`src/hdl/evs_pkg.sv`:
```
// Shared types and constants for the exposed voxel scan block.
// No dependencies; used by every module of the block.
`default_nettype none

package evs_pkg;

    localparam int SECTION_SIDE = 16;
    localparam int PLANE_SIZE   = SECTION_SIDE * SECTION_SIDE;
    localparam int WIN_LEN      = 2 * PLANE_SIZE;
    localparam int XW           = $clog2(SECTION_SIDE);
    localparam int YW           = $clog2(SECTION_SIDE + 1);

    // window taps: win[k] holds the occupancy of position n-1-k
    localparam int TAP_XP = PLANE_SIZE - 2;
    localparam int TAP_C  = PLANE_SIZE - 1;
    localparam int TAP_XM = PLANE_SIZE;
    localparam int TAP_ZP = PLANE_SIZE - SECTION_SIDE - 1;
    localparam int TAP_ZM = PLANE_SIZE + SECTION_SIDE - 1;
    localparam int TAP_YM = 2 * PLANE_SIZE - 1;

    localparam int VOXEL_ID_W = 8;
    localparam int CHUNK_W    = 17;
    localparam int SECTION_W  = 8;
    localparam int WORLD_XZ_W = 21;
    localparam int WORLD_Y_W  = 12;
    localparam int CFG_IDX_W  = 2;
    localparam int CFG_DATA_W = 17;

    localparam logic [CFG_IDX_W-1:0] CFG_CHUNK_X   = 2'd0;
    localparam logic [CFG_IDX_W-1:0] CFG_CHUNK_Z   = 2'd1;
    localparam logic [CFG_IDX_W-1:0] CFG_SECTION_Y = 2'd2;

    localparam logic MODE_VOXEL = 1'b0;

    localparam int QUEUE_AW    = 2;
    localparam int QUEUE_DEPTH = 1 << QUEUE_AW;

    typedef struct packed {
        logic [XW-1:0] lx;
        logic [XW-1:0] ly;
        logic [XW-1:0] lz;
    } coord_t;

    typedef struct packed {
        logic full;
        logic empty;
    } q_status_t;

endpackage

`default_nettype wire

```
`src/hdl/evs_front.sv`:
```
// Front end: occupancy shift window, position counters and exposure verdict.
// Depends on evs_pkg.
`default_nettype none

module evs_front (
    input  wire logic                               aclk,
    input  wire logic                               aresetn,
    input  wire logic                               accept,
    input  wire logic                               mode,
    input  wire logic [evs_pkg::VOXEL_ID_W-1:0]     voxel_id,
    output logic                                    push,
    output evs_pkg::coord_t                         push_coord
);

    logic [evs_pkg::XW-1:0] x_reg, x_next;
    logic [evs_pkg::XW-1:0] z_reg, z_next;
    logic [evs_pkg::YW-1:0] y_reg, y_next;
    logic                   win_reg [evs_pkg::WIN_LEN];
    logic                   occ;
    logic                   judged;
    logic                   exposed;

    localparam logic [evs_pkg::XW-1:0] X_LAST = evs_pkg::XW'(evs_pkg::SECTION_SIDE - 1);
    localparam logic [evs_pkg::YW-1:0] Y_LAST = evs_pkg::YW'(evs_pkg::SECTION_SIDE);
    localparam logic [evs_pkg::YW-1:0] Y_ONE  = evs_pkg::YW'(1);

    assign occ = (mode == evs_pkg::MODE_VOXEL) && (voxel_id != '0);

    // position of the incoming item; y runs one plane past the section for flush
    always_comb begin
        x_next = x_reg;
        z_next = z_reg;
        y_next = y_reg;
        if (accept) begin
            if (x_reg == X_LAST) begin
                x_next = '0;
                if (z_reg == X_LAST) begin
                    z_next = '0;
                    y_next = (y_reg == Y_LAST) ? '0 : y_reg + Y_ONE;
                end else begin
                    z_next = z_reg + 1'b1;
                end
            end else begin
                x_next = x_reg + 1'b1;
            end
        end
    end

    always_ff @(posedge aclk) begin
        if (!aresetn) begin
            x_reg <= '0;
            z_reg <= '0;
            y_reg <= '0;
        end else begin
            x_reg <= x_next;
            z_reg <= z_next;
            y_reg <= y_next;
        end
    end

    always_ff @(posedge aclk) begin
        if (accept) begin
            win_reg[0] <= occ;
            for (int k = 1; k < evs_pkg::WIN_LEN; k++) begin
                win_reg[k] <= win_reg[k-1];
            end
        end
    end

    // judged voxel sits one plane behind the incoming item; the item itself is the +y face
    assign judged = (y_reg != '0);

    always_comb begin
        exposed = 1'b0;
        if (win_reg[evs_pkg::TAP_C]) begin
            exposed = (x_reg == X_LAST) || !win_reg[evs_pkg::TAP_XP]
                   || (x_reg == '0)     || !win_reg[evs_pkg::TAP_XM]
                   || (z_reg == X_LAST) || !win_reg[evs_pkg::TAP_ZP]
                   || (z_reg == '0)     || !win_reg[evs_pkg::TAP_ZM]
                   || (y_reg == Y_LAST) || !occ
                   || (y_reg == Y_ONE)  || !win_reg[evs_pkg::TAP_YM];
        end
    end

    assign push          = accept && judged && exposed;
    assign push_coord.lx = x_reg;
    assign push_coord.lz = z_reg;
    assign push_coord.ly = evs_pkg::XW'(y_reg - Y_ONE);

endmodule

`default_nettype wire

```
`src/hdl/evs_queue.sv`:
```
// Short FIFO of exposed voxel coordinates between front and back.
// Depends on evs_pkg.
`default_nettype none

module evs_queue (
    input  wire logic          aclk,
    input  wire logic          aresetn,
    input  wire logic          push,
    input  evs_pkg::coord_t    push_coord,
    input  wire logic          pop,
    output evs_pkg::coord_t    pop_coord,
    output evs_pkg::q_status_t status
);

    evs_pkg::coord_t              mem_reg [evs_pkg::QUEUE_DEPTH];
    logic [evs_pkg::QUEUE_AW-1:0] wr_ptr_reg, wr_ptr_next;
    logic [evs_pkg::QUEUE_AW-1:0] rd_ptr_reg, rd_ptr_next;
    logic [evs_pkg::QUEUE_AW:0]   count_reg, count_next;

    localparam logic [evs_pkg::QUEUE_AW:0] FULL_COUNT =
        (evs_pkg::QUEUE_AW + 1)'(evs_pkg::QUEUE_DEPTH);

    always_comb begin
        wr_ptr_next = push ? wr_ptr_reg + 1'b1 : wr_ptr_reg;
        rd_ptr_next = pop  ? rd_ptr_reg + 1'b1 : rd_ptr_reg;
        count_next  = count_reg;
        if (push && !pop) begin
            count_next = count_reg + 1'b1;
        end else if (pop && !push) begin
            count_next = count_reg - 1'b1;
        end
    end

    always_ff @(posedge aclk) begin
        if (!aresetn) begin
            wr_ptr_reg <= '0;
            rd_ptr_reg <= '0;
            count_reg  <= '0;
        end else begin
            wr_ptr_reg <= wr_ptr_next;
            rd_ptr_reg <= rd_ptr_next;
            count_reg  <= count_next;
        end
    end

    always_ff @(posedge aclk) begin
        if (push) begin
            mem_reg[wr_ptr_reg] <= push_coord;
        end
    end

    assign pop_coord    = mem_reg[rd_ptr_reg];
    assign status.full  = (count_reg == FULL_COUNT);
    assign status.empty = (count_reg == '0);

endmodule

`default_nettype wire

```
`src/hdl/evs_back.sv`:
```
// Back end: configuration registers, world coordinate adders, output register.
// Depends on evs_pkg.
`default_nettype none

module evs_back (
    input  wire logic                                   aclk,
    input  wire logic                                   aresetn,
    input  wire logic                                   cfg_write,
    input  wire logic [evs_pkg::CFG_IDX_W-1:0]          cfg_index,
    input  wire logic [evs_pkg::CFG_DATA_W-1:0]         cfg_data,
    input  evs_pkg::q_status_t                          q_status,
    input  evs_pkg::coord_t                             q_coord,
    output logic                                        q_pop,
    output logic                                        m_valid,
    input  wire logic                                   m_ready,
    output logic signed [evs_pkg::WORLD_XZ_W-1:0]       m_world_x,
    output logic signed [evs_pkg::WORLD_Y_W-1:0]        m_world_y,
    output logic signed [evs_pkg::WORLD_XZ_W-1:0]       m_world_z
);

    logic signed [evs_pkg::CHUNK_W-1:0]    chunk_x_reg, chunk_z_reg;
    logic signed [evs_pkg::SECTION_W-1:0]  section_y_reg;
    logic                                  valid_reg, valid_next;
    logic signed [evs_pkg::WORLD_XZ_W-1:0] world_x_reg, world_x_next;
    logic signed [evs_pkg::WORLD_Y_W-1:0]  world_y_reg, world_y_next;
    logic signed [evs_pkg::WORLD_XZ_W-1:0] world_z_reg, world_z_next;
    logic signed [evs_pkg::WORLD_XZ_W-1:0] chunk_x_ext, chunk_z_ext;
    logic signed [evs_pkg::WORLD_Y_W-1:0]  section_y_ext;

    localparam logic signed [evs_pkg::WORLD_XZ_W-1:0] SCALE_XZ =
        evs_pkg::WORLD_XZ_W'(evs_pkg::SECTION_SIDE);
    localparam logic signed [evs_pkg::WORLD_Y_W-1:0] SCALE_Y =
        evs_pkg::WORLD_Y_W'(evs_pkg::SECTION_SIDE);

    always_ff @(posedge aclk) begin
        if (!aresetn) begin
            chunk_x_reg   <= '0;
            chunk_z_reg   <= '0;
            section_y_reg <= '0;
        end else if (cfg_write) begin
            unique case (cfg_index)
                evs_pkg::CFG_CHUNK_X:   chunk_x_reg   <= cfg_data;
                evs_pkg::CFG_CHUNK_Z:   chunk_z_reg   <= cfg_data;
                evs_pkg::CFG_SECTION_Y: section_y_reg <= cfg_data[evs_pkg::SECTION_W-1:0];
                default: ;
            endcase
        end
    end

    assign chunk_x_ext   = evs_pkg::WORLD_XZ_W'(chunk_x_reg);
    assign chunk_z_ext   = evs_pkg::WORLD_XZ_W'(chunk_z_reg);
    assign section_y_ext = evs_pkg::WORLD_Y_W'(section_y_reg);

    // output register refills whenever it is empty or being drained
    assign q_pop = !q_status.empty && (!valid_reg || m_ready);

    always_comb begin
        valid_next   = valid_reg;
        world_x_next = world_x_reg;
        world_y_next = world_y_reg;
        world_z_next = world_z_reg;
        if (q_pop) begin
            valid_next   = 1'b1;
            world_x_next = evs_pkg::WORLD_XZ_W'(chunk_x_ext * SCALE_XZ)
                         + evs_pkg::WORLD_XZ_W'(q_coord.lx);
            world_y_next = evs_pkg::WORLD_Y_W'(section_y_ext * SCALE_Y)
                         + evs_pkg::WORLD_Y_W'(q_coord.ly);
            world_z_next = evs_pkg::WORLD_XZ_W'(chunk_z_ext * SCALE_XZ)
                         + evs_pkg::WORLD_XZ_W'(q_coord.lz);
        end else if (m_ready) begin
            valid_next = 1'b0;
        end
    end

    always_ff @(posedge aclk) begin
        if (!aresetn) begin
            valid_reg <= 1'b0;
        end else begin
            valid_reg <= valid_next;
        end
    end

    always_ff @(posedge aclk) begin
        world_x_reg <= world_x_next;
        world_y_reg <= world_y_next;
        world_z_reg <= world_z_next;
    end

    assign m_valid   = valid_reg;
    assign m_world_x = world_x_reg;
    assign m_world_y = world_y_reg;
    assign m_world_z = world_z_reg;

endmodule

`default_nettype wire

```
`src/hdl/exposed_voxel_scan_top.sv`:
```
// Exposed voxel scan: one item per cycle; the verdict for a voxel is formed when the
// item one plane (256 items) later is accepted, and is queued, then registered onto m_*.
// s_ready stays high unless four results are queued behind a stalled output register.
// Configuration writes take effect in the next cycle; cfg_ready is always high.
// Synchronous active-low reset clears the position counters, queue and output valid;
// the occupancy window needs no clearing since only current-section bits are read.
`default_nettype none

module exposed_voxel_scan_top (
    input  wire logic                                   aclk,
    input  wire logic                                   aresetn,
    input  wire logic                                   s_valid,
    output logic                                        s_ready,
    input  wire logic                                   s_mode,
    input  wire logic [evs_pkg::VOXEL_ID_W-1:0]         s_voxel_id,
    output logic                                        m_valid,
    input  wire logic                                   m_ready,
    output logic signed [evs_pkg::WORLD_XZ_W-1:0]       m_world_x,
    output logic signed [evs_pkg::WORLD_Y_W-1:0]        m_world_y,
    output logic signed [evs_pkg::WORLD_XZ_W-1:0]       m_world_z,
    input  wire logic                                   cfg_valid,
    output logic                                        cfg_ready,
    input  wire logic [evs_pkg::CFG_IDX_W-1:0]          cfg_index,
    input  wire logic [evs_pkg::CFG_DATA_W-1:0]         cfg_data
);

    logic               accept;
    logic               push;
    logic               pop;
    evs_pkg::coord_t    push_coord;
    evs_pkg::coord_t    pop_coord;
    evs_pkg::q_status_t q_status;

    assign s_ready   = !q_status.full;
    assign accept    = s_valid && s_ready;
    assign cfg_ready = 1'b1;

    evs_front u_front (
        .aclk       (aclk),
        .aresetn    (aresetn),
        .accept     (accept),
        .mode       (s_mode),
        .voxel_id   (s_voxel_id),
        .push       (push),
        .push_coord (push_coord)
    );

    evs_queue u_queue (
        .aclk       (aclk),
        .aresetn    (aresetn),
        .push       (push),
        .push_coord (push_coord),
        .pop        (pop),
        .pop_coord  (pop_coord),
        .status     (q_status)
    );

    evs_back u_back (
        .aclk      (aclk),
        .aresetn   (aresetn),
        .cfg_write (cfg_valid && cfg_ready),
        .cfg_index (cfg_index),
        .cfg_data  (cfg_data),
        .q_status  (q_status),
        .q_coord   (pop_coord),
        .q_pop     (pop),
        .m_valid   (m_valid),
        .m_ready   (m_ready),
        .m_world_x (m_world_x),
        .m_world_y (m_world_y),
        .m_world_z (m_world_z)
    );

endmodule

`default_nettype wire

```
`config.mk`:
```
export PLATFORM = sky130hd
export DESIGN_NAME = exposed_voxel_scan_top
export DESIGN_NICKNAME = d
export VERILOG_FILES = /design/src/hdl/evs_pkg.sv /design/src/hdl/evs_front.sv /design/src/hdl/evs_queue.sv /design/src/hdl/evs_back.sv /design/src/hdl/exposed_voxel_scan_top.sv
export SDC_FILE = /design/constraint.sdc
export NUM_CORES = 1
export LEC_CHECK = 0
export BUFFER_PORTS_ARGS = -buffer_cell sky130_fd_sc_hd__buf_2
export CAP_MARGIN = 20
export CORE_MARGIN = 4
export CORE_UTILIZATION = 30
export CTS_CLUSTER_SIZE = 16
export DETAILED_ROUTE_END_ITERATION = 6
export SLEW_MARGIN = 20
export SYNTH_ARGS = -nofsm -noshare
export SYNTH_HDL_FRONTEND = slang
export SYNTH_SLANG_ARGS = --single-unit
export TNS_END_PERCENT = 30
```
`constraint.sdc`:
```
create_clock -name aclk -period 34.3 [get_ports aclk]
set_input_delay 8.575 -clock aclk [delete_from_list [all_inputs] [get_ports aclk]]
set_output_delay 8.575 -clock aclk [all_outputs]
set_load 0.05 [all_outputs]
```
# == Yosys cells after proc, flatten, opt, wreduce, memory -nomap -nowiden ==
# Memory sizes are Yosys's and may differ from the RTL's. A register that Yosys moved wholly into a read port is not among the register bits.
# Cells that the tools add are included.
# op_classes
reduce_logical,43
n_mux,14
eq_ne,7
bitwise_logic,1
add_sub_neg,11
# op_table
cell,count
$add A21 B4 Y21,2
$add A12 B4 Y12,1
$logic_or A1 B1 Y1,12
$logic_not A1 Y1,11
$add A4 B1 Y4 const B,2
$eq A4 B4 Y1 const B,2
$logic_not A4 Y1,2
$mux W4,2
$reduce_and A2 Y1,4
$reduce_bool A8 Y1,1
$logic_and A1 B1 Y1,7
$mux W1,7
$mux W3,2
$add A5 B1 Y5 const B,1
$eq A5 B1 Y1 const B,1
$eq A5 B5 Y1 const B,1
$mux W5,1
$reduce_bool A5 Y1,1
$add A2 B1 Y2 const B,2
$mux W2,2
$reduce_bool A2 Y1,2
$sub A4 B1 Y4 const B,1
$add A3 B1 Y3 const B,1
$eq A3 B3 Y1 const B,1
7 further kinds,7
# word_totals
out_inout_bits,57
ramBits,560
memories,2
inputBits,33
regBits,117
# memory_table
memory,words,width,read_ports,rd_ports_with_merged_regs,write_ports,line_no,source
u_front.win_reg,512,1,512,0,512,evs_front.sv:18,logic win_reg [evs_pkg::WIN_LEN];
u_queue.mem_reg,4,12,1,1,1,evs_queue.sv:15,evs_pkg::coord_t mem_reg [evs_pkg::QUEUE_DEPTH];

# == Depth between registers and ports, before layout ==
# An unclocked memory read counts as a cell.
# logic_depth
depth_word,19
mapped_depth,11
mapped_depth_nobuf,11

# == Cells and area by module ==
# Synthesis repeated with hierarchy kept, for this count alone.
# unflattened
cells_unflattened,940
area_unflattened_um2,21649.5
# modules_own_cells
mod,area_per_inst_um2,n_inst,cells_per_inst
evs_front,16179.3,1,615
evs_back,3268.1,1,216
evs_queue,2180.8,1,105
exposed_voxel_scan_top,21.3,1,4

# == Least setup slack after synthesis ==
# No wires, ideal clock.
# synth_path
path_kind,input-to-reg
startpoint,input port s_valid
endpoint,"memory u_front.win_reg[0][0], enable pin"
arrival_ns,18.637
setup_ns,0.857
path_stages,3
path_slack_ns,14.806
required_ns,33.443
cell_sequence,buf_6 nand2_1 inv_1
# synth_rtl
item,line_no,source
"start, declared",exposed_voxel_scan_top.sv:12,"input wire logic s_valid,"
"end, declared",evs_front.sv:18,

==> summary.txt <==
Route
  – Post-detailed-route wirelength per cell: 15.16 um
  – Remaining routing DRC violations: 0
  – Antenna Violating Nets Remaining: 0
  – Total Routed Length: 32.17 mm
  – Number of vias per cell: 4.122
  – Total via count in the routed design: 8746
  – Iter 0 DRT Violations: 716
  – Length of the first detailed-routing pass in iterations: 4

Floorplanning
  – Overall die height: 277.4 um
  – Total die area: 76940 um2
  – Chip Width: 277.4 um
  – Core area: 71730 um2
  – I/O pin count: 90
  – Floorplan row count: 98
  – Initial Util: 30.35%

STA
  – Worst-Margin Slew: 1.030 ns
  – Final Hold Viols: 0
  – Slew headroom: 31.33%
  – Worst clock skew: 0.01966 ns
  – Highest attainable clock frequency: 0.08964 GHz
  – Finish-stage setup viols: 0
  – Worst setup margin: 23.14 ns
  – Total count of max-transition violations in the final report: 0
  – Setup TNS Final: 0 ns
  – Final period util: 32.52%
  – Final critical path time including I/O delays and setup: 11.16 ns
  – Setup repair after global routing missed its margin: false

Yosys
  – Area share of the leading cell type in the synthesized netlist: 84.69%
  – Fraction of the yosys area taken by sequential cells: 90.67%
  – Syn nets: 1015
  – Number of distinct library cells after synthesis: 48
  – Avg Synthesized Cell Area: 22.49 um2
  – Dominant register cell in the synthesized netlist: sky130_fd_sc_hd__edfxtp_1
  – Number of synthesized register bits: 679
  – Most used standard cells in the synthesized netlist: 614 x sky130_fd_sc_hd__edfxtp_1, 78 x sky130_fd_sc_hd__nand2_1, 65 x sky130_fd_sc_hd__dfxtp_1, 43 x sky130_fd_sc_hd__a21boi_0, 14 x sky130_fd_sc_hd__clkbuf_1
  – Number of enable flip-flop cells after synthesis: 614
  – Mapped Cells: 968
  – Fraction of registers with async set/reset: 0%
  – Count of warnings emitted by yosys: 0
  – Cell with the most instances after synthesis: sky130_fd_sc_hd__edfxtp_1
  – Cell type with the highest aggregate area in the netlist: sky130_fd_sc_hd__edfxtp_1
  – Cells taking the most area after synthesis: sky130_fd_sc_hd__edfxtp_1 85%, sky130_fd_sc_hd__dfxtp_1 6.0%, sky130_fd_sc_hd__a21boi_0 1.5%, sky130_fd_sc_hd__nand2_1 1.3%, sky130_fd_sc_hd__mux4_2 1.2%
  – Area of the mapped netlist: 21770 um2

Placement
  – Final RePlAce weighted congestion: 0.7308
  – Setup slack after placement: 22.34 ns
  – Port bufs: 88
  – Placed cell count: 1991
  – HPWL Detailed: 16.76 mm

Global routing
  – Grt peak-use layer: met1
  – Via count of the first global-routing pass: 8729
  – Global Route met1 Usage: 12.03%
  – Total Routing Usage GR: 8.233%
  – Pin count of the biggest net entering global routing: 96
  – Met3 track demand over resource: 2.272%
  – Initial antenna violation count: 1
  – Grt ovf: 0
  – First-pass GRT wire length: 50.61 mm
  – GR Util met2: 11.48%

Clocking
  – Insertion delay to the later sink of the worst-skew pair: 0.59 ns
  – Number of setup buffers added after CTS: 0
  – Clock tree from TritonCTS: done
  – Number of buffers on the longest clock path: 3
  – Clock tree sinks: 679
  – Quantity of gates resized following cts: 0
  – Number of buffers inserted by hold repair at cts: 0
  – Clock transition at path regs: 0.06 ns
  – Cell chosen for the clock root: sky130_fd_sc_hd__clkbuf_16
  – Total CTS buffers: 71
  – H-tree levels: 3

Layout
  – Final nets: 1161
  – Post-route non-filler standard cell count: 2122
  – Max FFs per register: 512
  – Proportion of layout cells with a drive suffix above 1: 18.86%
  – Area Growth Syn to Fin: 17.84%
  – Ant. Diodes: 0
  – Final core utilization: 35.76%

Setup path
  – Worst path max stage delay: 0.91 ns
  – Path type of the worst setup path: primary input to flop
  – Arrival time of data at the critical path endpoint: 11.36 ns
  – Most common cell on crit path: sky130_fd_sc_hd__buf_4
  – Crit path capture type: flop
  – Worst path slowest cell: sky130_fd_sc_hd__buf_4
  – Worst path required time: 34.50 ns
  – Sort of element at the start of the critical path: primary input
  – Crit Path Max Fanout: 88
  – CP cell instances: buf_2, nand2_1, inv_8, buf_4, buf_4

Pwr
  – PD cells: 77.81 nW/um2
  – Maximum ir drop on the vdd rail: 0.00009159 V
  – Leakage power of the design: 0.007262 uW

Flow run
  – Max cap viols: 0

Run status
  – Run status: completed

Min path
  – Hold crit path type: flop to flop
-- area by class of cell --
cell class	count	area, um2
inverter	13	56.30
clock inverter	37	377.9
multi-input combinational	255	1879
sequential	679	19740
clock buffer	94	1924
tap	950	1189
timing repair buffer	94	489.2
fill	6535	46080
-- cells in the final DEF (no fill, tap or decap), types with 4 or more instances in the layout --
| master | instances |
|---|---|
| sky130_fd_sc_hd__xnor2_1 | 6 |
| sky130_fd_sc_hd__dfxtp_1 | 65 |
| sky130_fd_sc_hd__ha_1 | 13 |
| sky130_fd_sc_hd__inv_6 | 5 |
| sky130_fd_sc_hd__nand3_1 | 8 |
| sky130_fd_sc_hd__a211oi_1 | 4 |
| sky130_fd_sc_hd__bufinv_16 | 5 |
| sky130_fd_sc_hd__and2_1 | 11 |
| sky130_fd_sc_hd__clkbuf_16 | 72 |
| sky130_fd_sc_hd__o21ai_0 | 5 |
| sky130_fd_sc_hd__mux2i_1 | 11 |
| sky130_fd_sc_hd__mux4_2 | 12 |
| sky130_fd_sc_hd__nand2_1 | 78 |
| sky130_fd_sc_hd__a21boi_0 | 43 |
| sky130_fd_sc_hd__inv_1 | 11 |
| sky130_fd_sc_hd__nor3_1 | 4 |
| sky130_fd_sc_hd__clkbuf_1 | 18 |
| sky130_fd_sc_hd__clkbuf_8 | 4 |
| sky130_fd_sc_hd__buf_2 | 88 |
| sky130_fd_sc_hd__xor2_1 | 4 |
| sky130_fd_sc_hd__clkinv_1 | 10 |
| sky130_fd_sc_hd__nor2b_1 | 12 |
| sky130_fd_sc_hd__clkinv_2 | 10 |
| sky130_fd_sc_hd__buf_4 | 5 |
| sky130_fd_sc_hd__edfxtp_1 | 614 |
| sky130_fd_sc_hd__or3_1 | 6 |
| sky130_fd_sc_hd__nor2_1 | 5 |
-- worst paths after layout --
kind,slack (ns),depth (start not counted),start,end
worst max-delay path,23.14,5,s_valid,u_front.win_reg[1][227]$_DFFE_PP_
worst min-delay path,0.40,0,u_front.win_reg[0][63]$_DFFE_PP_,u_front.win_reg[0][64]$_DFFE_PP_
worst max register to register,30.47,5,u_queue.count_reg[0]$_SDFFE_PN0P_,u_front.win_reg[1][227]$_DFFE_PP_
worst min register to register,0.40,0,u_front.win_reg[0][63]$_DFFE_PP_,u_front.win_reg[0][64]$_DFFE_PP_
-- per-layer routing --
| layer | share of wire (%) | vias to the layer above |
|---|---|---|
| li1 | - | 4046 |
| met1 | 50 | 4462 |
| met2 | 43 | 174 |
| met3 | 4.7 | 64 |
| met4 | 2.8 | 0 |
| met5 | 0 | - |
-- stage by stage --
stage | hold slack [ns] | cell area [um2] | power, uW
global route | 0.4060 | 25650 | 2083
CTS | 0.3969 | 25650 | 2032
floorplan | 0.4003 | 21770 | 1243
finish | 0.4043 | 25650 | 1996
detailed placement | 0.4045 | 23350 | 1276
global placement | 0.4011 | 23340 | 1271
-- power by group --
part / leakage (uW) / switching [uW] / internal, uW / total [uW]
clock: 0.00112 / 305 / 438 / 743
sequential: 0.00507 / 27.2 / 984 / 1010
combinational: 0.00107 / 200 / 42.3 / 242
-- worst max-delay path: cells and delay by family --
family / cells / cell delay [ns]
AND/OR/NAND/NOR: 1 / 0.24
buffers and inverters: 4 / 2.42
-- cell families after synthesis --
group	count (synthesis)	synth area share, %
simple gates	152	3.684
flops	679	90.67
other cells	1	0.01722
xor+xnor	10	0.4023
mux	23	1.747
compound gates	55	1.914
buf+inv	34	0.7299
fa+ha+maj	14	0.8391
No activity file was read; power rests on OpenSTA's default activity.
